## src/rtl/sha256_pkg.sv

```systemverilog
`timescale 1ns / 1ps
// ----------------------------------------------------------------------------
// sha256_pkg
// types, state codes and round constants for the sha-256 hash engine
// ----------------------------------------------------------------------------
package sha256_pkg;

    localparam logic KIND_BYTE   = 1'b0;
    localparam logic KIND_FINISH = 1'b1;

    localparam logic [7:0] PAD_MARK = 8'h80;

    typedef struct packed {
        logic       kind;
        logic [7:0] data_byte;
    } item_t;

    typedef struct packed {
        logic [31:0] digest_word;
        logic [2:0]  word_index;
        logic        last_word;
    } result_t;

    typedef enum logic [2:0] {
        ST_IDLE,
        ST_PAD,
        ST_COMP,
        ST_ADD,
        ST_LOAD
    } state_t;

    localparam logic [31:0] INIT_H [8] = '{
        32'h6a09e667, 32'hbb67ae85, 32'h3c6ef372, 32'ha54ff53a,
        32'h510e527f, 32'h9b05688c, 32'h1f83d9ab, 32'h5be0cd19
    };

    localparam logic [31:0] ROUND_K [64] = '{
        32'h428a2f98, 32'h71374491, 32'hb5c0fbcf, 32'he9b5dba5,
        32'h3956c25b, 32'h59f111f1, 32'h923f82a4, 32'hab1c5ed5,
        32'hd807aa98, 32'h12835b01, 32'h243185be, 32'h550c7dc3,
        32'h72be5d74, 32'h80deb1fe, 32'h9bdc06a7, 32'hc19bf174,
        32'he49b69c1, 32'hefbe4786, 32'h0fc19dc6, 32'h240ca1cc,
        32'h2de92c6f, 32'h4a7484aa, 32'h5cb0a9dc, 32'h76f988da,
        32'h983e5152, 32'ha831c66d, 32'hb00327c8, 32'hbf597fc7,
        32'hc6e00bf3, 32'hd5a79147, 32'h06ca6351, 32'h14292967,
        32'h27b70a85, 32'h2e1b2138, 32'h4d2c6dfc, 32'h53380d13,
        32'h650a7354, 32'h766a0abb, 32'h81c2c92e, 32'h92722c85,
        32'ha2bfe8a1, 32'ha81a664b, 32'hc24b8b70, 32'hc76c51a3,
        32'hd192e819, 32'hd6990624, 32'hf40e3585, 32'h106aa070,
        32'h19a4c116, 32'h1e376c08, 32'h2748774c, 32'h34b0bcb5,
        32'h391c0cb3, 32'h4ed8aa4a, 32'h5b9cca4f, 32'h682e6ff3,
        32'h748f82ee, 32'h78a5636f, 32'h84c87814, 32'h8cc70208,
        32'h90befffa, 32'ha4506ceb, 32'hbef9a3f7, 32'hc67178f2
    };

endpackage

```

## src/rtl/sha256_hash_engine.sv

```systemverilog
`timescale 1ns / 1ps
// ----------------------------------------------------------------------------
// sha256_hash_engine
// byte-serial sha-256 with padding, one compression round per cycle
// ----------------------------------------------------------------------------
// a message byte is taken while idle; the 64th byte of a block then adds
// (64 rounds through the shared round unit plus one hash update step)
// finish: one pad byte per cycle up to the block end (one or two blocks),
// each padded block is compressed, one load step once the previous digest has
// drained, then 8 digest beats; new bytes are taken while digest beats drain
// rst_n clears state asynchronously and loads the initial hash values
module sha256_hash_engine
    import sha256_pkg::*;
(
    input  logic    clk,
    input  logic    rst_n,
    input  logic    item_valid,
    output logic    item_stall,
    input  item_t   item,
    output logic    result_valid,
    input  logic    result_stall,
    output result_t result
);

    state_t       state_reg, state_next;
    logic [5:0]   fill_reg, fill_next;
    logic [5:0]   round_reg, round_next;
    logic [63:0]  msg_bits_reg, msg_bits_next;
    logic         pad_first_reg, pad_first_next;
    logic         len_ok_reg, len_ok_next;
    logic         final_reg, final_next;
    logic         out_busy_reg, out_busy_next;
    logic [2:0]   out_idx_reg, out_idx_next;
    logic [31:0]  hash_reg [8];
    logic [31:0]  hash_next [8];
    logic [31:0]  v_reg [8];
    logic [31:0]  v_next [8];
    logic [31:0]  out_buf_reg [8];
    logic [31:0]  out_buf_next [8];
    logic [511:0] blk_reg, blk_next;

    logic         item_beat;
    logic         result_beat;
    logic         use_len;
    logic [7:0]   pad_byte;
    logic [31:0]  w_new;
    logic [31:0]  t1;
    logic [31:0]  t2;

    function automatic logic [31:0] ror(input logic [31:0] x, input int n);
        ror = (x >> n) | (x << (32 - n));
    endfunction

    function automatic logic [31:0] wd(input logic [511:0] b, input int i);
        wd = b[i*32 +: 32];
    endfunction

    assign item_beat   = item_valid && !item_stall;
    assign result_beat = result_valid && !result_stall;
    assign use_len     = !pad_first_reg && len_ok_reg && (fill_reg[5:3] == 3'b111);

    always_comb
    begin
        if (pad_first_reg)
        begin
            pad_byte = PAD_MARK;
        end
        else if (use_len)
        begin
            pad_byte = msg_bits_reg[63:56];
        end
        else
        begin
            pad_byte = 8'h00;
        end
    end

    // round unit and schedule
    always_comb
    begin
        logic [31:0] w14;
        logic [31:0] w1;
        logic [31:0] s0;
        logic [31:0] s1;
        logic [31:0] bs0;
        logic [31:0] bs1;
        logic [31:0] ch;
        logic [31:0] mj;
        w14   = wd(blk_reg, 14);
        w1    = wd(blk_reg, 1);
        s0    = ror(w14, 7) ^ ror(w14, 18) ^ (w14 >> 3);
        s1    = ror(w1, 17) ^ ror(w1, 19) ^ (w1 >> 10);
        w_new = s1 + wd(blk_reg, 6) + s0 + wd(blk_reg, 15);
        bs1   = ror(v_reg[4], 6) ^ ror(v_reg[4], 11) ^ ror(v_reg[4], 25);
        ch    = (v_reg[4] & v_reg[5]) ^ (~v_reg[4] & v_reg[6]);
        t1    = v_reg[7] + bs1 + ch + ROUND_K[round_reg] + wd(blk_reg, 15);
        bs0   = ror(v_reg[0], 2) ^ ror(v_reg[0], 13) ^ ror(v_reg[0], 22);
        mj    = (v_reg[0] & v_reg[1]) ^ (v_reg[0] & v_reg[2]) ^ (v_reg[1] & v_reg[2]);
        t2    = bs0 + mj;
    end

    // next state
    always_comb
    begin
        state_next = state_reg;
        case (state_reg)
            ST_IDLE:
            begin
                if (item_beat)
                begin
                    if (item.kind == KIND_FINISH)
                    begin
                        state_next = ST_PAD;
                    end
                    else if (fill_reg == 6'd63)
                    begin
                        state_next = ST_COMP;
                    end
                end
            end
            ST_PAD:
            begin
                if (fill_reg == 6'd63)
                begin
                    state_next = ST_COMP;
                end
            end
            ST_COMP:
            begin
                if (round_reg == 6'd63)
                begin
                    state_next = ST_ADD;
                end
            end
            ST_ADD:
            begin
                if (final_reg)
                begin
                    state_next = ST_LOAD;
                end
                else if (len_ok_reg)
                begin
                    state_next = ST_PAD;
                end
                else
                begin
                    state_next = ST_IDLE;
                end
            end
            ST_LOAD:
            begin
                if (!out_busy_reg)
                begin
                    state_next = ST_IDLE;
                end
            end
            default:
            begin
                state_next = ST_IDLE;
            end
        endcase
    end

    // datapath
    always_comb
    begin
        fill_next      = fill_reg;
        round_next     = round_reg;
        msg_bits_next  = msg_bits_reg;
        pad_first_next = pad_first_reg;
        len_ok_next    = len_ok_reg;
        final_next     = final_reg;
        out_busy_next  = out_busy_reg;
        out_idx_next   = out_idx_reg;
        blk_next       = blk_reg;
        hash_next      = hash_reg;
        v_next         = v_reg;
        out_buf_next   = out_buf_reg;

        case (state_reg)
            ST_IDLE:
            begin
                if (item_beat)
                begin
                    if (item.kind == KIND_FINISH)
                    begin
                        pad_first_next = 1'b1;
                        len_ok_next    = 1'b0;
                        final_next     = 1'b0;
                    end
                    else
                    begin
                        blk_next      = {blk_reg[503:0], item.data_byte};
                        fill_next     = fill_reg + 6'd1;
                        msg_bits_next = msg_bits_reg + 64'd8;
                        if (fill_reg == 6'd63)
                        begin
                            v_next     = hash_reg;
                            round_next = 6'd0;
                        end
                    end
                end
            end
            ST_PAD:
            begin
                blk_next       = {blk_reg[503:0], pad_byte};
                fill_next      = fill_reg + 6'd1;
                pad_first_next = 1'b0;
                if (use_len)
                begin
                    msg_bits_next = {msg_bits_reg[55:0], 8'h00};
                end
                if (pad_first_reg)
                begin
                    len_ok_next = (fill_reg[5:3] != 3'b111);
                end
                if (fill_reg == 6'd63)
                begin
                    v_next     = hash_reg;
                    round_next = 6'd0;
                    if (len_ok_reg)
                    begin
                        final_next = 1'b1;
                    end
                    else
                    begin
                        len_ok_next = 1'b1;
                    end
                end
            end
            ST_COMP:
            begin
                blk_next   = {blk_reg[479:0], w_new};
                round_next = round_reg + 6'd1;
                v_next[0]  = t1 + t2;
                v_next[1]  = v_reg[0];
                v_next[2]  = v_reg[1];
                v_next[3]  = v_reg[2];
                v_next[4]  = v_reg[3] + t1;
                v_next[5]  = v_reg[4];
                v_next[6]  = v_reg[5];
                v_next[7]  = v_reg[6];
            end
            ST_ADD:
            begin
                for (int i = 0; i < 8; i++)
                begin
                    hash_next[i] = hash_reg[i] + v_reg[i];
                end
            end
            ST_LOAD:
            begin
                if (!out_busy_reg)
                begin
                    out_buf_next  = hash_reg;
                    out_busy_next = 1'b1;
                    out_idx_next  = 3'd0;
                    hash_next     = INIT_H;
                    len_ok_next   = 1'b0;
                    final_next    = 1'b0;
                end
            end
            default:
            begin
            end
        endcase

        // digest drain
        if (result_beat)
        begin
            for (int i = 0; i < 7; i++)
            begin
                out_buf_next[i] = out_buf_reg[i+1];
            end
            out_idx_next = out_idx_reg + 3'd1;
            if (out_idx_reg == 3'd7)
            begin
                out_busy_next = 1'b0;
            end
        end
    end

    // outputs
    always_comb
    begin
        item_stall         = (state_reg != ST_IDLE);
        result_valid       = out_busy_reg;
        result.digest_word = out_buf_reg[0];
        result.word_index  = out_idx_reg;
        result.last_word   = (out_idx_reg == 3'd7);
    end

    always_ff @(posedge clk or negedge rst_n)
    begin
        if (!rst_n)
        begin
            state_reg     <= ST_IDLE;
            fill_reg      <= 6'd0;
            round_reg     <= 6'd0;
            msg_bits_reg  <= 64'd0;
            pad_first_reg <= 1'b0;
            len_ok_reg    <= 1'b0;
            final_reg     <= 1'b0;
            out_busy_reg  <= 1'b0;
            out_idx_reg   <= 3'd0;
            hash_reg      <= INIT_H;
        end
        else
        begin
            state_reg     <= state_next;
            fill_reg      <= fill_next;
            round_reg     <= round_next;
            msg_bits_reg  <= msg_bits_next;
            pad_first_reg <= pad_first_next;
            len_ok_reg    <= len_ok_next;
            final_reg     <= final_next;
            out_busy_reg  <= out_busy_next;
            out_idx_reg   <= out_idx_next;
            hash_reg      <= hash_next;
        end
    end

    always_ff @(posedge clk)
    begin
        blk_reg     <= blk_next;
        v_reg       <= v_next;
        out_buf_reg <= out_buf_next;
    end

`ifndef ASSERT_OFF
    a_last_beat_ends: assert property (@(posedge clk) disable iff (!rst_n)
        (result_beat && result.last_word) |=> !result_valid)
        else $error("digest beats continue after the last word");

    a_rounds_then_add: assert property (@(posedge clk) disable iff (!rst_n)
        (state_reg == ST_COMP && round_reg == 6'd63) |=> (state_reg == ST_ADD))
        else $error("compression did not end after 64 rounds");

    a_load_starts_digest: assert property (@(posedge clk) disable iff (!rst_n)
        (state_reg == ST_LOAD && !out_busy_reg) |=>
        (result_valid && result.word_index == 3'd0))
        else $error("digest load did not start at word zero");

    a_final_needs_len: assert property (@(posedge clk) disable iff (!rst_n)
        final_reg |-> len_ok_reg)
        else $error("final block flagged before length phase");
`endif

endmodule
```

## config.mk

```make
export PLATFORM = sky130hd
export DESIGN_NAME = sha256_hash_engine
export DESIGN_NICKNAME = d
export VERILOG_FILES = /design/src/rtl/sha256_pkg.sv /design/src/rtl/sha256_hash_engine.sv
export SDC_FILE = /design/constraint.sdc
export NUM_CORES = 2
export LEC_CHECK = 0
export BUFFER_PORTS_ARGS = -buffer_cell sky130_fd_sc_hd__buf_2
export CAP_MARGIN = 20
export CELL_PAD_IN_SITES_DETAIL_PLACEMENT = 2
export CELL_PAD_IN_SITES_GLOBAL_PLACEMENT = 2
export CORE_MARGIN = 5
export CORE_UTILIZATION = 38
export CTS_CLUSTER_SIZE = 30
export DETAILED_ROUTE_END_ITERATION = 6
export PLACE_DENSITY_LB_ADDON = 0.08
export SKIP_LAST_GASP = 1
export SLEW_MARGIN = 10
export SYNTH_ARGS = -nofsm -noshare
export SYNTH_HDL_FRONTEND = slang
export SYNTH_SLANG_ARGS = --single-unit
```

## constraint.sdc

```tcl
create_clock -name clk -period 16.5 [get_ports clk]
set_input_delay 2.475 -clock clk [delete_from_list [all_inputs] [get_ports clk]]
set_output_delay 2.475 -clock clk [all_outputs]
set_load 0.1 [all_outputs]
```

Word-level counts from Yosys, hierarchy flattened
Memories as Yosys holds them, arrays and structs flattened. Cells that the tools add are included.

Bits in registers: 1366. Memory bits (read-only): 2048. Bits of input ports: 13. Word-level logic and storage cells: 182. Memories kept: 1.

Add/subtract/negate cells: 22. $lt $le $gt $ge: 1. Equality and inequality tests: 18. Multiplexer cells: 53. Bitwise operators: 29. Reduce and logical (&&, ||, !) cells: 24.

Memories: (name not given) (depth 64, width 32, rd ports 1, clocked after memory_dff 0, write ports 0, RTL line sha256_hash_engine.sv:96) `t1 = v_reg[7] + bs1 + ch + ROUND_K[round_reg] + wd(blk_reg, 15);`.

Operator list (number): $mux W256 (6); $pmux W512 S3 (1); $mux W512 (2); $pmux W256 S3 (1); $add A32 B32 Y32 (18); $pmux W256 S2 (1); $xor A32 B32 Y32 (9); $mux W224 (1); $mux W64 (3); $and A32 B32 Y32 (5); $pmux W64 S2 (1); $add A64 B4 Y64 const B (1); $mux W32 (2); $not A32 Y32 (1); $or A10 B32 Y32 (1); $or A13 B32 Y32 (1); $or A14 B32 Y32 (1); $or A15 B32 Y32 (1); $or A19 B32 Y32 (1); $or A21 B32 Y32 (1); $or A25 B32 Y32 (1); $or A26 B32 Y32 (1); $or A30 B32 Y32 (1); $or A7 B32 Y32 (1); 32 further kinds (85).

Depth between registers and ports, before layout
Depth in word-level cells: 9. Mapped depth: 40. Gate-level depth less buffers: 38.

Least setup slack after synthesis
Ideal clock, no wire load.

Path type: input port to flip-flop. Start: input item[8] (netlist name). End: register round_reg[5]. Library setup time: 0.352 ns. Arrival: 19.707 ns. Path slack: -3.559 ns. Cell stages on the path: 7. Buffers on the path: 0. Cells stage by stage: inv_1 > a21o_1 > o21ai_0 > inv_1 > nand2_1 > inv_1 > a31oi_1.

Word-level cells in the longest chain between the ends: 2.

RTL lines: start, declared (RTL line sha256_hash_engine.sv:19) `input item_t item,`; $ne A2 B2 Y1 (no line); $reduce_and A3 Y1 (no line); end signal, assigned (RTL line sha256_hash_engine.sv:312) `round_reg <= round_next;`; end, declared (RTL line sha256_hash_engine.sv:27) `logic [5:0] round_reg, round_next;`.

No other way between the ends. A chain may end at the register's enable or synchronous reset.

==> flow_summary.ini <==
[synthesis]
ys_ff_latch = 1363
synth.most_common_cell = nand2_1
yosys_warnings = 0
synth_sequential_area_ratio_pct = 46.7
yosys_top_cell_area_share_pct = 36.4
syn-mean-instance-area_um2 = 9.46
synth_top_flop_cell = edfxtp_1
synth.area.top_cells = edfxtp_1, nand2_1, dfrtp_1
synth-async-reset-ratio_pct = 24.9
synthCells = 8924
yosysUniqueCellTypes = 93
synth_nets = 9533
synth_enable_flop_cells = 1024
synth_area_um2 = 84400
synth_top_cells_by_count = nand2_1, edfxtp_1, o21ai_0
synth_largest_area_cell = edfxtp_1

[finish]
largest_register_ffs = 512
layout.area.seq_um2 = 39400
nFillCells = 23800
instances_no_fill = 11900
fin_nets = 9333
area.growth.synth_to_final_pct = 10.0
drive_above_1_share_pct = 7.12
multi_input_area_um2 = 41100

[worst_setup_path]
path_delay_family = compound AO/OA/AOI/OAI gates
rr_worst_depth = 36
crit_end = v_reg[255]
cp-end-kind = flip-flop
timing.reg2reg.setup_slack_ns = 6.72
cp_data_arrival_time_ns = 10.31
critPathLaunch = round_reg[0]
worstPathBufferInverterCount = 6
cpMostUsedCell = inv_1
timing.critical_path.required_ns = 17.02
critical_path_class = flip-flop to flip-flop
critical_path.reg2reg.startpoint = round_reg[0]
critical_path_cell_count = 36
r2r_end = v_reg[255]
worstSetupStartpointType = flip-flop
cp_slowest_stage_delay_ns = 0.82
critPathMaxFanout = 16
critPathSlowestCell = ha_1

[floorplanning]
io_pins = 51
floorplan.rows = 173
floorplan.die.width_um = 481
initial_core_util_pct = 38.1
die_y_um = 481
placeableCoreArea_um2 = 222000
dieArea_um2 = 232000

[sta]
slew_headroom_pct = 13.6
final.period_utilization_pct = 59.3
finClkSkew_ns = 0.0467
setup-violations-final = 0
maxSlewViolCount = 0
fmaxAchievable_mhz = 102
fin_tns_setup_ns = 0
slew_at_the_pin_closest_to_its_max_slew_limit_ns = 1.28
final.min_clock_period_ns = 9.78
setup_repair_after_global_routing_missed_its_margin = false
final_hold_violation_count = 0

[clock_network]
cts.path.max_buffers = 3
ctsHtreeMaxLevel = 4
clock_tree.root_cell = clkbuf_16
clk_transition_reported_paths_ns = 0.06
cts_inserted_buffers = 166
insertion_delay_ns = 0.84
post_cts_resized = 0
cts_tree = yes
post-cts-setup-buffer-count = 0
post_cts_hold_buffer_count = 0
tritoncts_num_sinks = 1363

[global_route]
grtUsageTotal_pct = 27.3
first_global_vias = 73100
global_route.overflow_total = 0
grt_start_max_net_pins = 170
global_route_wire_length_before_repair_um = 479000
antenna_found_initial = 7

[placement]
dpl.hpwl_um = 233000
placed_cells_incl_taps = 11500
place.port_buffers = 50
place_congestion = 0.916

[route]
initialDrtViolationCount = 3989
postRouteWirelength_um = 322000
via_count = 66700
detail_route.wl_per_cell_um = 27.2
postRouteAntennaNets = 0
vias_per_cell = 5.63
drcViolationCount = 0
firstDrtPassIters = 6

[run]
max_cap_violations = 0

[status]
run_status = finished, final reports clean

[min_path]
min_delay_path_class = flip-flop to flip-flop
==> stage by stage <==
stage / util, % / instance area [um^2] / hold slack (ns) / worst slack (ns)
after floorplan: - / 84400 / 0.435 / 1.40
after global placement: 39.4 / 87200 / 0.452 / 7.16
after detailed placement: 39.4 / 87300 / 0.469 / 6.86
after CTS: 41.9 / 92800 / 0.484 / 6.84
after global routing: 41.9 / 92900 / 0.512 / 6.06
final: 41.9 / 92900 / 0.480 / 6.72
==> routing by layer <==
layer	vias to the layer above	wire length [um]	GRT usage, %
met1	34700	135000	33.2
met3	455	8680	2.71
met4	0	14500	10.7
li1	30500	-	-
met2	1043	164000	49.7
met5	-	0	0
==> layout make-up <==
cell class | count | share of cell area (%)
Antenna cell | 8 | 0.0216
Timing Repair Buffer | 153 | 1.24
Clock buffer | 232 | 4.98
Clock inverter | 79 | 0.973
Inverter | 524 | 2.14
Tap cell | 2975 | 4.01
Sequential cell | 1363 | 42.4
Multi-Input combinational cell | 6516 | 44.2
==> cells by family after synthesis <==
group | share of synthesized area, %
buf+inv | 4.79
fa+ha+maj | 10.6
flops | 46.7
xor+xnor | 6.02
compound gates | 15.6
mux | 0.658
simple gates | 15.6
==> worst register-to-register path, delay by kind of cell (launching register included) <==
| kind | cells | cell delay, ns |
|---|---|---|
| XOR/XNOR | 2 | 0.42 |
| buffers and inverters | 6 | 1.02 |
| AO/OA/AOI/OAI | 16 | 3.05 |
| adder cells (fa/ha/maj) | 6 | 2.54 |
| AND/OR/NAND/NOR | 6 | 1.76 |
| flip-flops | 1 | 0.69 |
==> layout by cell type, fill, tap and decap left out, types with 31 or more instances in the layout <==
cell / count
a211oi_1: 57
a21o_1: 178
a21oi_1: 524
a22o_1: 235
a31oi_1: 50
and3_1: 42
buf_2: 49
buf_4: 95
clkbuf_1: 44
clkbuf_16: 166
dfrtp_1: 200
dfstp_2: 136
edfxtp_1: 1024
fa_1: 197
ha_1: 399
inv_1: 519
nand2_1: 2315
nand2b_1: 77
nand3_1: 113
nand4_1: 44
nor2_1: 400
nor2b_1: 37
nor3_1: 82
o211ai_1: 31
o21a_1: 48
o21ai_0: 586
o21bai_1: 48
o22ai_1: 49
o31ai_1: 51
xnor2_1: 302
xor2_1: 273
==> worst min-delay path by stage <==
stage,startpoint,end,slack (ns),cells past startpoint
6_report,fill_reg[5],fill_reg[5],0.48,1
5_1_grt,fill_reg[5],fill_reg[5],0.51,1
4_1_cts,fill_reg[5],fill_reg[5],0.48,1
3_5_place_dp,fill_reg[5],fill_reg[5],0.47,1
3_3_place_gp,fill_reg[5],fill_reg[5],0.45,1
2_1_floorplan,fill_reg[5],fill_reg[5],0.43,1
Power is not shown: default switching activity piles up to over one toggle a cycle in this logic, so the estimate is an artifact.
